$ cat src/hw/rtl/scp_pkg.sv
// shared types, constants and helpers for the sprite camera projection unit
package scp_pkg;

  localparam int POS_FRAC_BITS_DEF     = 16;
  localparam int SCREEN_COORD_BITS_DEF = 16;
  localparam int VEC_FRAC              = 14;

  localparam int CFG_IDX_W = 4;
  localparam int CFG_DAT_W = 32;

  localparam logic [CFG_IDX_W-1:0] CFG_PLAYER_POS_X = 4'd0;
  localparam logic [CFG_IDX_W-1:0] CFG_PLAYER_POS_Y = 4'd1;
  localparam logic [CFG_IDX_W-1:0] CFG_DIR_X        = 4'd2;
  localparam logic [CFG_IDX_W-1:0] CFG_DIR_Y        = 4'd3;
  localparam logic [CFG_IDX_W-1:0] CFG_PLANE_X      = 4'd4;
  localparam logic [CFG_IDX_W-1:0] CFG_PLANE_Y      = 4'd5;
  localparam logic [CFG_IDX_W-1:0] CFG_SCREEN_W     = 4'd6;
  localparam logic [CFG_IDX_W-1:0] CFG_SCREEN_H     = 4'd7;

  // first divider: camera transform numerators and determinant magnitude
  localparam int NUM1_W = 64;
  localparam int DEN_W  = 32;
  // second divider numerator width floor (centre column product)
  localparam int NUM2_MIN_W = 42;

  typedef struct packed {
    logic signed [31:0] player_pos_x;
    logic signed [31:0] player_pos_y;
    logic signed [15:0] dir_x;
    logic signed [15:0] dir_y;
    logic signed [15:0] plane_x;
    logic signed [15:0] plane_y;
    logic [10:0]        screen_width;
    logic [10:0]        screen_height;
  } cfg_t;

  typedef struct packed {
    logic               neg_x;
    logic               neg_y;
    logic               det_zero;
    logic signed [31:0] vm;
  } div1_pay_t;

  typedef struct packed {
    logic               sing;
    logic               neg_cx;
    logic               neg_sh;
    logic signed [31:0] ty;
  } div2_pay_t;

  // signed quotient from magnitude, saturated to 32 bits
  function automatic logic signed [31:0] clamp32(input logic neg, input logic [63:0] mag);
    logic signed [31:0] t;
    t = mag[31:0];
    if (!neg) begin
      return (mag > 64'h0000_0000_7FFF_FFFF) ? 32'sh7FFF_FFFF : t;
    end else begin
      return (mag > 64'h0000_0000_8000_0000) ? 32'sh8000_0000 : -t;
    end
  endfunction

endpackage

$ cat src/hw/rtl/scp_mid.sv
// middle stages: clamp camera coordinates, form the screen-space divider operands
module scp_mid #(
  parameter int POS_FRAC_BITS = scp_pkg::POS_FRAC_BITS_DEF,
  parameter int NUM2_W        = scp_pkg::NUM2_MIN_W
) (
  input  logic                                clk,
  input  logic                                rst_n,
  input  scp_pkg::cfg_t                       cfg,
  input  logic                                in_valid,
  input  logic [1:0][scp_pkg::NUM1_W-1:0]     in_quo,
  input  scp_pkg::div1_pay_t                  in_pay,
  output logic                                out_valid,
  output logic [2:0][NUM2_W-1:0]              out_num,
  output logic [scp_pkg::DEN_W-1:0]           out_den,
  output scp_pkg::div2_pay_t                  out_pay
);

  // stage 1
  logic               v1_r, dz1_r;
  logic signed [31:0] tx_r, ty1_r, vm1_r;
  // stage 2
  logic               v2_r, sing2_r, nsh2_r;
  logic signed [32:0] sum_r;
  logic [31:0]        vmag2_r, tmag2_r;
  logic signed [31:0] ty2_r;
  // stage 3
  logic               v3_r, sing3_r, nsh3_r;
  logic signed [42:0] prod_r;
  logic [31:0]        vmag3_r, tmag3_r;
  logic signed [31:0] ty3_r;
  // stage 4
  logic                     v4_r;
  logic [2:0][NUM2_W-1:0]   num4_r;
  logic [scp_pkg::DEN_W-1:0] den4_r;
  scp_pkg::div2_pay_t       pay4_r;

  logic signed [32:0] vm_ext, ty_ext;
  logic signed [42:0] prod_abs;

  always_comb begin
    vm_ext   = {vm1_r[31], vm1_r};
    ty_ext   = {ty1_r[31], ty1_r};
    prod_abs = prod_r[42] ? -prod_r : prod_r;
  end

  always_ff @(posedge clk) begin
    if (!rst_n) begin
      v1_r <= 1'b0;
      v2_r <= 1'b0;
      v3_r <= 1'b0;
      v4_r <= 1'b0;
    end else begin
      v1_r <= in_valid;
      v2_r <= v1_r;
      v3_r <= v2_r;
      v4_r <= v3_r;
    end
    tx_r  <= scp_pkg::clamp32(in_pay.neg_x, in_quo[0]);
    ty1_r <= scp_pkg::clamp32(in_pay.neg_y, in_quo[1]);
    dz1_r <= in_pay.det_zero;
    vm1_r <= in_pay.vm;

    sing2_r <= dz1_r | (ty1_r == '0);
    sum_r   <= {tx_r[31], tx_r} + ty_ext;
    vmag2_r <= vm_ext[32] ? 32'(-vm_ext) : vm_ext[31:0];
    tmag2_r <= ty_ext[32] ? 32'(-ty_ext) : ty_ext[31:0];
    // shift is -vm / ty, so the sign of vm counts inverted
    nsh2_r  <= ~vm1_r[31] ^ ty1_r[31];
    ty2_r   <= ty1_r;

    prod_r  <= $signed({1'b0, cfg.screen_width[10:1]}) * sum_r;
    sing3_r <= sing2_r;
    nsh3_r  <= nsh2_r;
    vmag3_r <= vmag2_r;
    tmag3_r <= tmag2_r;
    ty3_r   <= ty2_r;

    num4_r[0]     <= NUM2_W'(prod_abs[41:0]);
    num4_r[1]     <= NUM2_W'(vmag3_r);
    num4_r[2]     <= NUM2_W'(cfg.screen_height) << POS_FRAC_BITS;
    den4_r        <= tmag3_r;
    pay4_r.sing   <= sing3_r;
    pay4_r.neg_cx <= prod_r[42] ^ ty3_r[31];
    pay4_r.neg_sh <= nsh3_r;
    pay4_r.ty     <= ty3_r;
  end

  assign out_valid = v4_r;
  assign out_num   = num4_r;
  assign out_den   = den4_r;
  assign out_pay   = pay4_r;

endmodule

$ cat config.mk
export PLATFORM = sky130hd
export DESIGN_NAME = scp_mid
export DESIGN_NICKNAME = d
export VERILOG_FILES = /design/src/hw/rtl/scp_pkg.sv /design/src/hw/rtl/scp_mid.sv
export SDC_FILE = /design/constraint.sdc
export NUM_CORES = 1
export LEC_CHECK = 0
export BUFFER_PORTS_ARGS = -buffer_cell sky130_fd_sc_hd__buf_4
export CAP_MARGIN = 20
export CORE_MARGIN = 2
export CORE_UTILIZATION = 50
export CTS_CLUSTER_SIZE = 10
export DETAILED_ROUTE_END_ITERATION = 7
export PLACE_DENSITY = 0.73
export SYNTH_ARGS = -nofsm -noshare
export SYNTH_HDL_FRONTEND = slang
export SYNTH_SLANG_ARGS = --single-unit
$ cat constraint.sdc
create_clock -name clk -period 7.8 [get_ports clk]
set_input_delay 1.56 -clock clk [delete_from_list [all_inputs] [get_ports clk]]
set_output_delay 1.56 -clock clk [all_outputs]
set_load 0.005 [all_outputs]
==> impl_metrics.env, run 1 <==
export IMPL_vias_per_cell=5.189
export IMPL_cts_resized=0
export IMPL_hp_class="flip-flop to flip-flop"
export IMPL_hpwlAfterDp_mm=51.20
export IMPL_timing_rr_start="sum_r[20]"
export IMPL_skew_ns=0.06022
export IMPL_postCtsHoldBufs=0
export IMPL_holdPathEnd="out_pay[8]"
export IMPL_instances_no_fill=3954
export IMPL_cts_buffers_inserted=59
export IMPL_critical_path_arrival_ns=7.25
export IMPL_period_minus_slack_ns=6.712
export IMPL_drive_above_1_share_pct=13.95
export IMPL_min_from="ty3_r[8]"
export IMPL_drv_cap=0
export IMPL_grtUsageTotal_pct=22.45
export IMPL_worst_pin_slew_ns=0.7911
export IMPL_slew_headroom_pct=46.78
export IMPL_synth_cell_types=67
export IMPL_cts_root_buf="clkbuf_16"
export IMPL_cp_max_fo=33
export IMPL_drc=0
export IMPL_setup_viol=0
export IMPL_min_path_cells=0
export IMPL_critPathKind="primary input to flip-flop"
export IMPL_numPortBuffers=339
export IMPL_post_cts_buffers=0
export IMPL_die_area_mm2=0.05844
export IMPL_vias=20520
export IMPL_clk_pin_slew_ns=0.05
export IMPL_ant_nets=0
export IMPL_synth_seq_cells=522
export IMPL_first_global_vias=21510
export IMPL_grt_first_pass_wirelength_mm=106.8
export IMPL_antenna_found_initial=0
export IMPL_place_congestion=0.8934
export IMPL_nNetsFinal=3913
export IMPL_layout_commonest_cell="dfxtp_1"
export IMPL_rsz0062_at_grt="false"
export IMPL_clock_latency_ns=0.64
export IMPL_min_period_over_period_pct=86.06
export IMPL_synthFlopType="dfxtp_1"
export IMPL_die_w_um=241.8
export IMPL_synth_warnings=0
export IMPL_cts_buffer_depth=3
export IMPL_reg2regPathDepth=17
export IMPL_final_cell_mix="dfxtp_1, inv_1, buf_4"
export IMPL_synth_area_mm2=0.02826
export IMPL_final_hold_violation_count=0
export IMPL_wl_per_cell_um=16.80
export IMPL_drt_iter0_drc=1073
export IMPL_critical_path_endpoint_type="flip-flop"
export IMPL_slew_viol_final=0
export IMPL_grt_max_degree=53
export IMPL_r2r_end="prod_r[40]"
export IMPL_avgSynthCellArea_um2=9.759
export IMPL_dieHeight_um=241.8
export IMPL_core_area_mm2=0.05617
export IMPL_initial_core_util_pct=50.32
export IMPL_async_flop_share_pct=0
export IMPL_critPathRequiredTime_ns=8.34
export IMPL_firstDrtPassIters=5
export IMPL_ys_seq_area_share_pct=36.98
export IMPL_synth_edff_count=0
export IMPL_synth_cells=2896
export IMPL_insertedDiodeCount=0
export IMPL_ios=510
export IMPL_cts_tree="yes"
export IMPL_status="finished clean"
export IMPL_hold_ws_ns=0.3159
export IMPL_clock_fmax_mhz=149.0
export IMPL_areaGrowthSynthToFinish_pct=16.25
export IMPL_clock_sinks=522
export IMPL_htree_levels=2
export IMPL_rows=87
export IMPL_worstSetupStartpoint="cfg[19]"
export IMPL_grt_overflow_total=0
export IMPL_dp_cells=3883
export IMPL_critPathLaunchType="primary input"
export IMPL_regToRegSetupSlack_ns=1.78
export IMPL_finalSetupTns_ns=0
export IMPL_routed_wl_mm=66.42
==> cell families (layout without fill, tap and decap cells) <==
logic type,after synthesis,after routing,synth area share (%)
adder cells (fa/ha/maj),408,408,25.47
other,1,41,0.01327
flip-flops,522,522,36.98
XOR/XNOR,177,177,5.485
buffers and inverters,528,790,7.654
AO/OA/AOI/OAI,442,442,9.926
AND/OR/NAND/NOR,818,818,14.47
==> metal layers <==
metal / vias up / share of wire (%) / GRT usage (%)
met4: 0 / 2.8 / 7.970
met1: 9793 / 41 / 27.25
met5: - / 0 / 0
li1: 9820 / - / -
met2: 779 / 49 / 38.78
met3: 124 / 7.7 / 5.549
==> flip-flops by register name (all words and copies together), names as in the netlist, 32 cells and up <==
signal	count
tx_r	32
prod_r	43
ty3_r	32
vmag2_r	32
ty1_r	32
vm1_r	32
out_num	85
sum_r	33
ty2_r	32
out_pay	35
vmag3_r	32
==> through the flow <==
stage          area, µm²  util (%)  setup WS [ns]
2_1_floorplan      28410         -         0.8888
3_3_place_gp       31200     55.55         0.5089
3_5_place_dp       31200     55.55         0.4651
4_1_cts            32830     58.44          1.122
5_1_grt            32850     58.49         0.7720
6_report           32850     58.49          1.088
==> synthesized netlist by cell type (all sizes together), types with 53 or more instances <==
master	count	area [µm²]
a21oi	142	710.7
and2	158	988.5
buf	53	379.1
clkbuf	103	386.6
dfxtp	522	10450
fa	279	5585
ha	129	1614
inv	370	1389
nand2	328	1234
nor2	86	322.8
o21ai	111	555.5
xnor2	139	1217
==> worst max-delay path by stage <==
stage | slack (ns) | to
after global placement | 0.51 | prod_r[40]
final | 1.09 | prod_r[40]
after detailed placement | 0.47 | prod_r[40]
after floorplan | 0.89 | prod_r[42]
after CTS | 1.12 | prod_r[40]
after global routing | 0.77 | prod_r[40]
==> worst max-delay path, stage by stage <==
cell,delay (ns)
buf_4,0.34
nand2_1,0.16
fa_1,0.56
inv_1,0.05
fa_1,0.46
fa_1,0.52
fa_1,0.54
inv_1,0.05
fa_1,0.53
inv_1,0.04
ha_1,0.44
nand4_1,0.22
or3_1,0.42
or4_1,0.58
a31oi_1,0.26
a21oi_1,0.14
o21bai_1,0.19
xor2_1,0.16
==> layout make-up <==
class	instances	area (µm²)
Fill cell	4773	23310
Inverter	372	1398
Clock buffer	65	1519
Sequential cell	522	10450
Tap cell	756	945.9
Timing Repair Buffer	348	2633
Clock inverter	5	103.9
Multi-Input combinational cell	1886	15810
Power of run 1 is left out: the tool's default activity adds up to more than one toggle a clock period on the data nets, which glitch-free logic cannot reach.
==> run 2: changes to the inputs <==
--- a/config.mk
+++ b/config.mk
@@ -8,10 +8,10 @@
 export BUFFER_PORTS_ARGS = -buffer_cell sky130_fd_sc_hd__buf_4
 export CAP_MARGIN = 20
 export CORE_MARGIN = 2
-export CORE_UTILIZATION = 50
+export CORE_UTILIZATION = 45
 export CTS_CLUSTER_SIZE = 10
 export DETAILED_ROUTE_END_ITERATION = 7
-export PLACE_DENSITY = 0.73
+export PLACE_DENSITY = 0.67
 export SYNTH_ARGS = -nofsm -noshare
 export SYNTH_HDL_FRONTEND = slang
 export SYNTH_SLANG_ARGS = --single-unit
==> impl_metrics.env, run 2 (synthesis results as in run 1) <==
export IMPL_clock_latency_ns=0.65
export IMPL_clock_fmax_mhz=147.8
export IMPL_cts_root_buf="clkbuf_16"
export IMPL_layout_commonest_cell="dfxtp_1"
export IMPL_drv_cap=0
export IMPL_worst_pin_slew_ns=0.8261
export IMPL_ant_nets=0
export IMPL_ios=510
export IMPL_wl_met2_mm=31.64
export IMPL_cp_max_fo=33
export IMPL_slew_viol_final=0
export IMPL_finalSetupTns_ns=0
export IMPL_nNetsFinal=3917
export IMPL_clk_pin_slew_ns=0.05
export IMPL_final_cell_mix="dfxtp_1, inv_1, buf_4"
export IMPL_period_minus_slack_ns=6.767
export IMPL_numPortBuffers=339
export IMPL_largest_reg_flops=85
export IMPL_cts_buffers_inserted=60
export IMPL_hp_class="flip-flop to flip-flop"
export IMPL_die_w_um=254.6
export IMPL_routed_wl_mm=66.78
export IMPL_vias_per_cell=4.971
export IMPL_critPathLaunchType="primary input"
export IMPL_cts_tree="yes"
export IMPL_clock_sinks=522
export IMPL_rows=91
export IMPL_drive_above_1_share_pct=14.06
export IMPL_post_cts_buffers=0
export IMPL_areaGrowthSynthToFinish_pct=16.88
export IMPL_worstSetupStartpoint="cfg[19]"
export IMPL_dieHeight_um=254.6
export IMPL_setup_viol=0
export IMPL_first_global_vias=20430
export IMPL_htree_levels=2
export IMPL_critPathRequiredTime_ns=8.35
export IMPL_critical_path_arrival_ns=7.32
export IMPL_drc=0
export IMPL_core_area_mm2=0.06194
export IMPL_min_period_over_period_pct=86.76
export IMPL_status="finished clean"
export IMPL_cts_resized=0
export IMPL_min_from="vmag2_r[29]"
export IMPL_final_hold_violation_count=0
export IMPL_vias=20110
export IMPL_slew_headroom_pct=44.42
export IMPL_critPathKind="primary input to flip-flop"
export IMPL_firstDrtPassIters=7
export IMPL_wl_per_cell_um=16.51
export IMPL_drt_iter0_drc=1096
export IMPL_die_area_mm2=0.06483
export IMPL_cts_buffer_depth=3
export IMPL_skew_ns=0.06417
export IMPL_initial_core_util_pct=45.63
export IMPL_antenna_found_initial=1
export IMPL_rsz0062_at_grt="false"
export IMPL_hpwlAfterDp_mm=51.26
export IMPL_grtUsageTotal_pct=20.74
export IMPL_place_congestion=0.9023
export IMPL_postCtsHoldBufs=0
export IMPL_wl_met1_mm=28.78
export IMPL_grt_overflow_total=0
export IMPL_topRoutingLayerUsed="met4"
export IMPL_grt_first_pass_wirelength_mm=106.3
export IMPL_timing_rr_start="sum_r[17]"
export IMPL_wl_met3_mm=4.433
export IMPL_critical_path_endpoint_type="flip-flop"
export IMPL_grt_max_degree=53
-- run 2: cell types whose count changed in the layout (fill, tap and decap cells not counted), sizes merged --
cell and delta:
inv -1, buf +3, clkbuf +6, diode +1, clkinv +2
-- run 2: final timing paths --
path | to | slack (ns) | cells after the start
max | prod_r[40] | 1.03 | 18
min | vmag3_r[29] | 0.32 | 0
max reg2reg | prod_r[40] | 1.74 | 17
min reg2reg | vmag3_r[29] | 0.32 | 0
-- run 2: worst max-delay path, stage by stage --
cell and delay (ns):
buf_4 0.36, nand2_1 0.16, fa_1 0.56, inv_1 0.05, fa_1 0.46, fa_1 0.52
fa_1 0.54, inv_1 0.05, fa_1 0.53, inv_1 0.05, ha_1 0.41, nand4_1 0.23
or3_1 0.43, or4_1 0.59, a31oi_1 0.29, a21oi_1 0.15, o21bai_1 0.18, xor2_1 0.16
-- run 2: metrics by stage --
step	worst slack (ns)	area, µm²	hold WS (ns)	utilization (%)	instances
5_1_grt	0.7536	33030	0.3199	53.33	4046
3_3_place_gp	0.4159	31330	0.3096	50.58	3967
6_report	1.033	33030	0.3170	53.33	4046
3_5_place_dp	0.3896	31330	0.3121	50.58	3967
2_1_floorplan	0.8888	28410	0.3096	-	2936
4_1_cts	1.053	33000	0.3192	53.28	4044
-- run 2: area by class of cell --
class,instances,area (µm²)
Antenna cell,1,2.502
Clock buffer,71,1563
Clock inverter,6,112.6
Fill cell,5714,28910
Inverter,372,1398
Multi-Input combinational cell,1886,15810
Sequential cell,522,10450
Tap cell,837,1047
Timing Repair Buffer,351,2655
-- run 2: metal layers --
layer	vias to the layer above	track usage [%]
li1	9828	-
met1	9622	26.68
met2	557	34.96
met3	106	4.501
met4	0	6.316
met5	-	0
Power of run 2 is left out for the same reason.
