--- config.mk ---
export PLATFORM = sky130hd
export DESIGN_NAME = scp_back
export DESIGN_NICKNAME = d
export VERILOG_FILES = /design/src/hw/rtl/scp_pkg.sv /design/src/hw/rtl/scp_back.sv
export SDC_FILE = /design/constraint.sdc
export NUM_CORES = 1
export LEC_CHECK = 0
export ABC_AREA = 1
export BUFFER_PORTS_ARGS = -buffer_cell sky130_fd_sc_hd__buf_4
export CORE_MARGIN = 1.5
export CORE_UTILIZATION = 58
export DETAILED_ROUTE_END_ITERATION = 7
export PLACE_DENSITY = 0.81
export SYNTH_ARGS = -nofsm -noshare
export SYNTH_HDL_FRONTEND = slang
export SYNTH_SLANG_ARGS = --single-unit
--- constraint.sdc ---
create_clock -name clk -period 4.6 [get_ports clk]
set_input_delay 0.92 -clock clk [delete_from_list [all_inputs] [get_ports clk]]
set_output_delay 0.92 -clock clk [all_outputs]
set_load 0.01 [all_outputs]
--- src/hw/rtl/scp_pkg.sv ---
// shared types, constants and helpers for the sprite camera projection unit
package scp_pkg;

  localparam int POS_FRAC_BITS_DEF     = 16;
  localparam int SCREEN_COORD_BITS_DEF = 16;
  localparam int VEC_FRAC              = 14;

  localparam int CFG_IDX_W = 4;
  localparam int CFG_DAT_W = 32;

  localparam logic [CFG_IDX_W-1:0] CFG_PLAYER_POS_X = 4'd0;
  localparam logic [CFG_IDX_W-1:0] CFG_PLAYER_POS_Y = 4'd1;
  localparam logic [CFG_IDX_W-1:0] CFG_DIR_X        = 4'd2;
  localparam logic [CFG_IDX_W-1:0] CFG_DIR_Y        = 4'd3;
  localparam logic [CFG_IDX_W-1:0] CFG_PLANE_X      = 4'd4;
  localparam logic [CFG_IDX_W-1:0] CFG_PLANE_Y      = 4'd5;
  localparam logic [CFG_IDX_W-1:0] CFG_SCREEN_W     = 4'd6;
  localparam logic [CFG_IDX_W-1:0] CFG_SCREEN_H     = 4'd7;

  // first divider: camera transform numerators and determinant magnitude
  localparam int NUM1_W = 64;
  localparam int DEN_W  = 32;
  // second divider numerator width floor (centre column product)
  localparam int NUM2_MIN_W = 42;

  typedef struct packed {
    logic signed [31:0] player_pos_x;
    logic signed [31:0] player_pos_y;
    logic signed [15:0] dir_x;
    logic signed [15:0] dir_y;
    logic signed [15:0] plane_x;
    logic signed [15:0] plane_y;
    logic [10:0]        screen_width;
    logic [10:0]        screen_height;
  } cfg_t;

  typedef struct packed {
    logic               neg_x;
    logic               neg_y;
    logic               det_zero;
    logic signed [31:0] vm;
  } div1_pay_t;

  typedef struct packed {
    logic               sing;
    logic               neg_cx;
    logic               neg_sh;
    logic signed [31:0] ty;
  } div2_pay_t;

  // signed quotient from magnitude, saturated to 32 bits
  function automatic logic signed [31:0] clamp32(input logic neg, input logic [63:0] mag);
    logic signed [31:0] t;
    t = mag[31:0];
    if (!neg) begin
      return (mag > 64'h0000_0000_7FFF_FFFF) ? 32'sh7FFF_FFFF : t;
    end else begin
      return (mag > 64'h0000_0000_8000_0000) ? 32'sh8000_0000 : -t;
    end
  endfunction

endpackage

--- src/hw/rtl/scp_back.sv ---
// back stages: signed quotients, row and column spans, clamping and saturation
module scp_back #(
  parameter int NUM2_W            = scp_pkg::NUM2_MIN_W,
  parameter int SCREEN_COORD_BITS = scp_pkg::SCREEN_COORD_BITS_DEF
) (
  input  logic                                 clk,
  input  logic                                 rst_n,
  input  scp_pkg::cfg_t                        cfg,
  input  logic                                 in_valid,
  input  logic [2:0][NUM2_W-1:0]               in_quo,
  input  scp_pkg::div2_pay_t                   in_pay,
  output logic                                 out_valid,
  output logic                                 out_camera_singular,
  output logic                                 out_in_front,
  output logic signed [31:0]                   out_depth,
  output logic signed [SCREEN_COORD_BITS-1:0]  out_center_column,
  output logic signed [SCREEN_COORD_BITS-1:0]  out_vertical_shift,
  output logic [SCREEN_COORD_BITS-2:0]         out_sprite_height_rows,
  output logic [SCREEN_COORD_BITS-2:0]         out_sprite_width_cols,
  output logic [SCREEN_COORD_BITS-2:0]         out_row_start,
  output logic signed [SCREEN_COORD_BITS-1:0]  out_row_end,
  output logic [SCREEN_COORD_BITS-2:0]         out_col_start,
  output logic signed [SCREEN_COORD_BITS-1:0]  out_col_end
);

  localparam int S  = SCREEN_COORD_BITS;
  localparam int BW = NUM2_W + 3;
  localparam logic signed [BW-1:0] SMAX = BW'((64'sd1 <<< (S - 1)) - 64'sd1);
  localparam logic signed [BW-1:0] SMIN = -SMAX - BW'(1);

  function automatic logic signed [S-1:0] sat_s(input logic signed [BW-1:0] x);
    logic signed [BW-1:0] c;
    c = (x > SMAX) ? SMAX : ((x < SMIN) ? SMIN : x);
    return c[S-1:0];
  endfunction

  function automatic logic [S-2:0] sat_u(input logic signed [BW-1:0] x);
    logic signed [BW-1:0] c;
    c = (x > SMAX) ? SMAX : ((x < 0) ? '0 : x);
    return c[S-2:0];
  endfunction

  // stage 1
  logic                v1_r, sing1_r;
  logic signed [NUM2_W:0] cx_r;
  logic signed [32:0]  sh_r;
  logic [NUM2_W-1:0]   hq_r;
  logic signed [31:0]  ty1_r;
  // stage 2
  logic                v2_r, sing2_r;
  logic signed [BW-1:0] cx2_r, sh2_r, ht_r, wd_r, rs_r, re_r, cs_r, ce_r;
  logic signed [31:0]  ty2_r;
  // stage 3, result registers
  logic                v3_r, sing3_r, front3_r;
  logic signed [31:0]  depth3_r;
  logic signed [S-1:0] cc3_r, vs3_r, re3_r, ce3_r;
  logic [S-2:0]        ht3_r, wd3_r, rs3_r, cs3_r;

  logic signed [NUM2_W:0] q0_ext;
  logic signed [32:0]     q1_ext;
  logic signed [BW-1:0]   cxe, she, hqs, hh, hs, ws;
  logic signed [BW-1:0]   rs_c, re_c, cs_c, ce_c;

  always_comb begin
    q0_ext = $signed({1'b0, in_quo[0]});
    q1_ext = $signed({1'b0, in_quo[1][31:0]});
    cxe    = BW'(cx_r);
    she    = BW'(sh_r);
    hqs    = $signed({3'b000, hq_r});
    hh     = $signed(BW'(cfg.screen_height[10:1]));
    hs     = $signed(BW'(cfg.screen_height));
    ws     = $signed(BW'(cfg.screen_width));
    rs_c   = (rs_r < 0) ? '0 : rs_r;
    re_c   = (re_r >= hs) ? hs - BW'(1) : re_r;
    cs_c   = (cs_r < 0) ? '0 : cs_r;
    ce_c   = (ce_r >= ws) ? ws : ce_r;
  end

  always_ff @(posedge clk) begin
    if (!rst_n) begin
      v1_r <= 1'b0;
      v2_r <= 1'b0;
      v3_r <= 1'b0;
    end else begin
      v1_r <= in_valid;
      v2_r <= v1_r;
      v3_r <= v2_r;
    end
    cx_r    <= in_pay.neg_cx ? -q0_ext : q0_ext;
    sh_r    <= in_pay.neg_sh ? -q1_ext : q1_ext;
    hq_r    <= in_quo[2];
    sing1_r <= in_pay.sing;
    ty1_r   <= in_pay.ty;

    // height/2 is hq and width/2 is 2*hq exactly
    cx2_r   <= cxe;
    sh2_r   <= she;
    ht_r    <= hqs <<< 1;
    wd_r    <= hqs <<< 2;
    rs_r    <= hh - hqs + she;
    re_r    <= hh + hqs + she;
    cs_r    <= cxe - (hqs <<< 1);
    ce_r    <= cxe + (hqs <<< 1);
    sing2_r <= sing1_r;
    ty2_r   <= ty1_r;

    sing3_r <= sing2_r;
    if (sing2_r) begin
      front3_r <= 1'b0;
      depth3_r <= '0;
      cc3_r    <= '0;
      vs3_r    <= '0;
      ht3_r    <= '0;
      wd3_r    <= '0;
      rs3_r    <= '0;
      re3_r    <= '0;
      cs3_r    <= '0;
      ce3_r    <= '0;
    end else begin
      front3_r <= ~ty2_r[31];
      depth3_r <= ty2_r;
      cc3_r    <= sat_s(cx2_r);
      vs3_r    <= sat_s(sh2_r);
      ht3_r    <= sat_u(ht_r);
      wd3_r    <= sat_u(wd_r);
      rs3_r    <= sat_u(rs_c);
      re3_r    <= sat_s(re_c);
      cs3_r    <= sat_u(cs_c);
      ce3_r    <= sat_s(ce_c);
    end
  end

  assign out_valid              = v3_r;
  assign out_camera_singular    = sing3_r;
  assign out_in_front           = front3_r;
  assign out_depth              = depth3_r;
  assign out_center_column      = cc3_r;
  assign out_vertical_shift     = vs3_r;
  assign out_sprite_height_rows = ht3_r;
  assign out_sprite_width_cols  = wd3_r;
  assign out_row_start          = rs3_r;
  assign out_row_end            = re3_r;
  assign out_col_start          = cs3_r;
  assign out_col_end            = ce3_r;

endmodule

==> results.toml, run 1 <==
[status]
outcome = "finished clean"

[clock_tree]
cts_tree = "yes"
ctsHtreeMaxLevel = 2
cts_buffer_depth = 3
clk_pin_slew_worst_paths_ns = 0.06
hold_buffers = 0
root_buffer = "clkbuf_16"
clock_latency_ns = 0.66
cts_sinks = 638
cts_inserted_buffers = 61
ctsResizeCount = 0
postCtsSetupBuffers = 0

[die]
start_util = 0.5887
dieHeight_um = 242.7
fp.dieW_um = 242.7
ios = 473
num_rows = 87
die_area_sq_um = 58900
core-area_sq_um = 56600

[sta]
hold_violations = 0
tightest_slew_ns = 1.248
setup_violations = 0
rsz0062_at_grt = "no"
setup_slack_ns = 0.2874
timing.hold.ws_ns = 0.3258
max_freq_mhz = 231.9
finalCritPeriodShare = 0.9375
slew_viol_final = 0
period_needed_ns = 4.313
slew_headroom = 0.1670
clock_skew_ns = 0.02901

[finish]
fillers = 4546
final_common_cell = "inv_1"
postLayoutCellArea_sq_um = 40620
layout_common_cells = "inv_1 (686), nand2_1 (661), dfxtp_1 (637), buf_4 (621), nor2_1 (608)"
seq_area_sq_um = 12780
num-nets-final = 5604
multi_input_comb_area_sq_um = 17460
drive_gt1_frac = 0.1578
area_growth_pct = 21.88
fin_util = 0.7175

[critical_path]
r2r_cells = 21
path_buf_inv = 6
path_max_fanout = 5
cp.required_ns = 5.17
crit_arrival_ns = 4.88
endpoint_kind = "flop"
timing.reg2reg.setup_slack_ns = 0.29
slowest_stage = "o21ai_0"
reg2reg_from = "hq_r[3]"
cp-start-kind = "flop"
path_depth = 21
crit_chain = "inv_1, ha_1, buf_4, nand3_1, nand2_1, a21oi_1, buf_4, o21ai_4, inv_2, nor2_4, buf_4, xor2_1, inv_1, ha_1, nand2_1, nor2_1, nand2_1, o21ai_0, a21oi_1, o21ai_0, xor2_1"
path_delay_family = "compound AO/OA/AOI/OAI gates"
critPathKind = "flop to flop"
slowest_delay_ns = 0.52
r2r_end = "rs_r[31]"

[power_and_ir_drop]
p_sw_frac = 0.3464
p_sw_mw = 5.956
p_clk_frac = 0.314
p_per_area_nw_per_um2 = 423.3
p_leak_nw = 19.41
internal-power_mw = 11.24
pwr-share-comb = 0.281
power_mw = 17.19
peakVddDrop_mv = 0.4249
seq_power_share = 0.405

[logic_synthesis]
syn_nets = 5009
synth_mux_area_frac = 0
async_flop_share = 0
synth_top_area_frac = 0.3833
synthSimpleGateAreaFrac = 0.2377
ys_types = 62
synth-edff-count = 0
ys_warn_count = 0
ys_ff_latch = 638
synth_xor_area_frac = 0.08279
synth_compound_area_frac = 0.1183
syn_inst = 4472
synth_area_per_cell_sq_um = 7.452
synth_seq_area_share = 0.3833
synth_top_family_by_area = "simple AND/OR/NAND/NOR gates"
ys_dominant_reg_cell = "dfxtp_1"
synth_top_area_cell = "dfxtp_1"
syn_area_sq_um = 33320
synth.area.top_cells = "dfxtp_1 (38%), ha_1 (8.1%), inv_1 (7.7%)"
synth_fa_ha_area_frac = 0.08508

[placement]
dpl-instance-area_sq_um = 38470
io_buffers = 334
hpwlAfterDp_um = 101300
gp_congestion = 1.046
place_ws_ns = -0.03758

[min_path]
hold_end = "sing2_r"
min-delay-start = "sing1_r"
hold-path-cell-count = 0
min_path_type = "flop to flop"

[grt]
grt_pass1_wl_um = 187300
grt_max_degree = 76
grt_antenna_before_repair = 4
overflow = 0
grt.total_usage = 0.4183
grt_pass1_vias = 31350

[drt]
wl_um = 128200
wl_per_cell_um = 21.83
vias = 33380
via_per_inst = 5.686
drc = 0
drtAntennaViolNets = 0
firstDrtPassIters = 7
drt-initial-drc-count = 3647

[job]
cap_violations = 0
-- layout make-up --
| class | count | area share |
|---|---|---|
| repair buffers | 621 | 0.1148 |
| well taps | 756 | 0.02329 |
| diodes | 1 | 0.00006161 |
| clock buffers | 76 | 0.04073 |
| flip-flops and latches | 638 | 0.3146 |
| clock inverters | 33 | 0.01186 |
| inverters | 701 | 0.06479 |
| multi-input cells | 3044 | 0.4299 |
-- per-stage QoR --
step,setup TNS [ns],instances
2_1_floorplan,0,4472
3_5_place_dp,-0.08962,5760
5_1_grt,0,5869
3_3_place_gp,-0.01227,5760
4_1_cts,0,5869
6_report,0,5870
-- sequential cells by signal (all words and copies together) (netlist names), 32 cells and up --
name and count:
re_r 45, ce_r 44, cs_r 44, rs_r 44
cx_r 43, cx2_r 42, hq_r 42, ht_r 42
sh2_r 33, sh_r 33, out_depth 32, ty1_r 32
ty2_r 32
-- metal layers --
metal,share of wire,wire length [um],GRT usage,up-vias
li1,-,-,-,15610
met1,0.41,53180,0.5661,15370
met2,0.41,52980,0.6267,2047
met3,0.13,16100,0.1131,349
met4,0.046,5884,0.1777,2
met5,0.00010,13,0,-
-- cell usage after synthesis, types with 23 or more instances --
master and number:
a21oi_1 326, a31oi_1 48, buf_2 40, clkbuf_1 33
dfxtp_1 638, ha_1 217, inv_1 686, nand2_1 661
nand3_1 201, nand4_1 84, nor2_1 609, nor3_1 77
nor4_1 68, o21ai_0 202, o21bai_1 23, xnor2_1 56
xor2_1 259
-- power by group through the flow --
stage / Sequential (mW) / Combinational [mW] / Clock (mW)
floorplan: 6.79 / 2.70 / 0
global placement: 7.00 / 4.53 / 0
detailed placement: 7.03 / 4.58 / 0
CTS: 6.92 / 4.65 / 5.40
global route: 7.00 / 5.17 / 5.64
finish: 6.96 / 4.83 / 5.40
-- worst reg2reg max path, cell delays in order, from the launching register on --
cell and delay, ns:
dfxtp_1 0.50, inv_1 0.14, ha_1 0.36, buf_4 0.13, nand3_1 0.06, nand2_1 0.14, a21oi_1 0.10, buf_4 0.15
o21ai_4 0.31, inv_2 0.09, nor2_4 0.15, buf_4 0.13, xor2_1 0.14, inv_1 0.09, ha_1 0.35, nand2_1 0.10
nor2_1 0.17, nand2_1 0.11, o21ai_0 0.52, a21oi_1 0.12, o21ai_0 0.22, xor2_1 0.15
-- worst max-delay path by stage --
| stage | start | slack, ns | to |
|---|---|---|---|
| 2_1_floorplan | cfg[1] | 0.55 | rs_r[31] |
| 3_3_place_gp | cfg[10] | -0.008 | rs_r[36] |
| 3_5_place_dp | cfg[1] | -0.04 | rs_r[43] |
| 4_1_cts | hq_r[3] | 0.39 | rs_r[43] |
| 5_1_grt | hq_r[9] | 0.03 | rs_r[34] |
| 6_report | hq_r[3] | 0.29 | rs_r[31] |
-- logic make-up after synthesis --
group	Yosys count
buffers and inverters	790
AND/OR/NAND/NOR	1799
AO/OA/AOI/OAI	707
adder cells (fa/ha/maj)	223
XOR/XNOR	315
flip-flops	638
No activity file was read; power rests on OpenSTA's default activity.
==> inputs of run 2 (changes only) <==
PLACE_DENSITY = not set   (was 0.81)
PLACE_DENSITY_LB_ADDON = 0.15   (was not set)
==> results.toml, run 2 (synthesized netlist as in run 1, its figures left out) <==
[status]
outcome = "finished clean"

[clock_tree]
cts_inserted_buffers = 60
hold_buffers = 0
root_buffer = "clkbuf_16"
cts_tree = "yes"
clk_pin_slew_worst_paths_ns = 0.07
postCtsSetupBuffers = 0
clock_latency_ns = 0.69
cts_sinks = 638
ctsHtreeMaxLevel = 2
cts_buffer_depth = 3

[placement]
io_buffers = 334
dp.cells = 5714
gp_congestion = 1.075
dpl-instance-area_sq_um = 38130
hpwlAfterDp_um = 100600

[grt]
grt_antenna_before_repair = 1
grt_pass1_vias = 30920
grt.total_usage = 0.4133
grt_max_degree = 72
grt_pass1_wl_um = 184700
overflow = 0

[drt]
wl_um = 125700
drc = 0
met1_length_um = 51790
wl_per_cell_um = 21.57
wl_met3_um = 16040
drtAntennaViolNets = 0
routed.top_layer = "met4"
drt-initial-drc-count = 3684
dr_wl_met2_um = 52740
via_per_inst = 5.634
vias = 32830
firstDrtPassIters = 6

[sta]
slew_viol_final = 0
max_freq_mhz = 229.6
slew_headroom = 0.1559
finalCritPeriodShare = 0.9468
setup_violations = 0
rsz0062_at_grt = "no"
hold_violations = 0
period_needed_ns = 4.355
tightest_slew_ns = 1.264
setup_tns_ns = 0
clock_skew_ns = 0.06963

[critical_path]
path_max_fanout = 5
r2r_end = "re_r[43]"
endpoint_kind = "flop"
reg2reg_from = "hq_r[8]"
crit_chain = "inv_1, ha_1, buf_4, inv_1, a21oi_1, o21ai_0, a21oi_1, nor2_1, a21oi_1, xor2_1, inv_1, ha_1, nand2_1, inv_1, a21oi_1, o21ai_0, a21oi_1, nand3_1, a21oi_1, xor2_1"
critPathKind = "flop to flop"
cp.required_ns = 5.20
r2r_cells = 20
slowest_stage = "dfxtp_1"
crit_arrival_ns = 4.96
timing.reg2reg.setup_slack_ns = 0.24
cpMostUsedCell = "a21oi_1"
slowest_delay_ns = 0.48
cp-start-kind = "flop"

[min_path]
min_path_type = "flop to flop"
hold_end = "ty2_r[10]"
min-delay-start = "ty1_r[10]"
hold-path-cell-count = 0

[die]
core-area_sq_um = 56600
start_util = 0.5887
fp.dieW_um = 242.7
ios = 473
die_area_sq_um = 58900
num_rows = 87
dieHeight_um = 242.7

[finish]
drive_gt1_frac = 0.1518
largest_reg_flops = 45
area_growth_pct = 21.20
final_common_cell = "inv_1"
layout_common_cells = "inv_1 (686), nand2_1 (661), dfxtp_1 (635), nor2_1 (609), buf_4 (575)"
fillers = 4587
postLayoutCellArea_sq_um = 40390
final_cells = 5828
fin_util = 0.7136
num-nets-final = 5557
regMostFlops = "re_r"

[power_and_ir_drop]
p_per_area_nw_per_um2 = 426.5
p_leak_nw = 19.26
power_mw = 17.23
peakVddDrop_mv = 0.3640

[job]
cap_violations = 0
run 2: cell count changes in the layout (fill, tap and decap cells not counted), sizes merged:
| cell | delta |
|---|---|
| buf | -46 |
| bufinv | +1 |
| clkbuf | +5 |
| clkinv | +2 |
| clkinvlp | -4 |
run 2: per-stage QoR:
stage / hold WS (ns) / worst slack, ns
after floorplan: 0.3096 / 0.5485
after global placement: 0.3096 / 0.03259
after detailed placement: 0.3121 / -0.05805
after CTS: 0.3167 / 0.2410
after global routing: 0.3175 / 0.02535
final: 0.3242 / 0.2447
run 2: what timing repair did:
action	4_1_cts	5_1_grt
hold endpoints to repair	0	0
resized for setup	0	5
setup endpoints to repair	0	4
run 2: final cells by class:
cell class | instances | area, sq um | area share
inverters | 701 | 2631 | 0.06515
repair buffers | 575 | 4317 | 0.1069
clock inverters | 32 | 529.3 | 0.01310
well taps | 756 | 945.9 | 0.02342
flip-flops and latches | 638 | 12780 | 0.3164
diodes | 1 | 2.502 | 0.00006196
multi-input cells | 3044 | 17480 | 0.4327
clock buffers | 81 | 1710 | 0.04235
run 2: worst max path at each step:
stage	startpoint	to	cells past startpoint
4_1_cts	hq_r[5]	rs_r[37]	24
6_report	hq_r[8]	re_r[43]	20
5_1_grt	hq_r[2]	re_r[43]	23
3_5_place_dp	cfg[6]	rs_r[37]	24
2_1_floorplan	cfg[1]	rs_r[31]	19
3_3_place_gp	cfg[3]	re_r[43]	23
run 2: power by group:
group          internal [mW]  switching [mW]  total, mW
sequential              6.36           0.604       6.96
combinational           1.75            3.02       4.77
clock                   3.21            2.29       5.50
total                   11.3            5.91       17.2
run 2: worst max-delay path: cells and delay by family, from the launching register on:
family,cells,cell delay [ns]
simple gates,3,0.39
compound gates,8,1.71
flops,1,0.48
xor+xnor,2,0.46
buf+inv,5,0.47
fa+ha+maj,2,0.77
run 2: metal layers:
metal  up-vias  track usage
li1      15540            -
met1     15100       0.5524
met2      1880       0.6217
met3       310       0.1283
met4         0       0.1615
met5         -            0
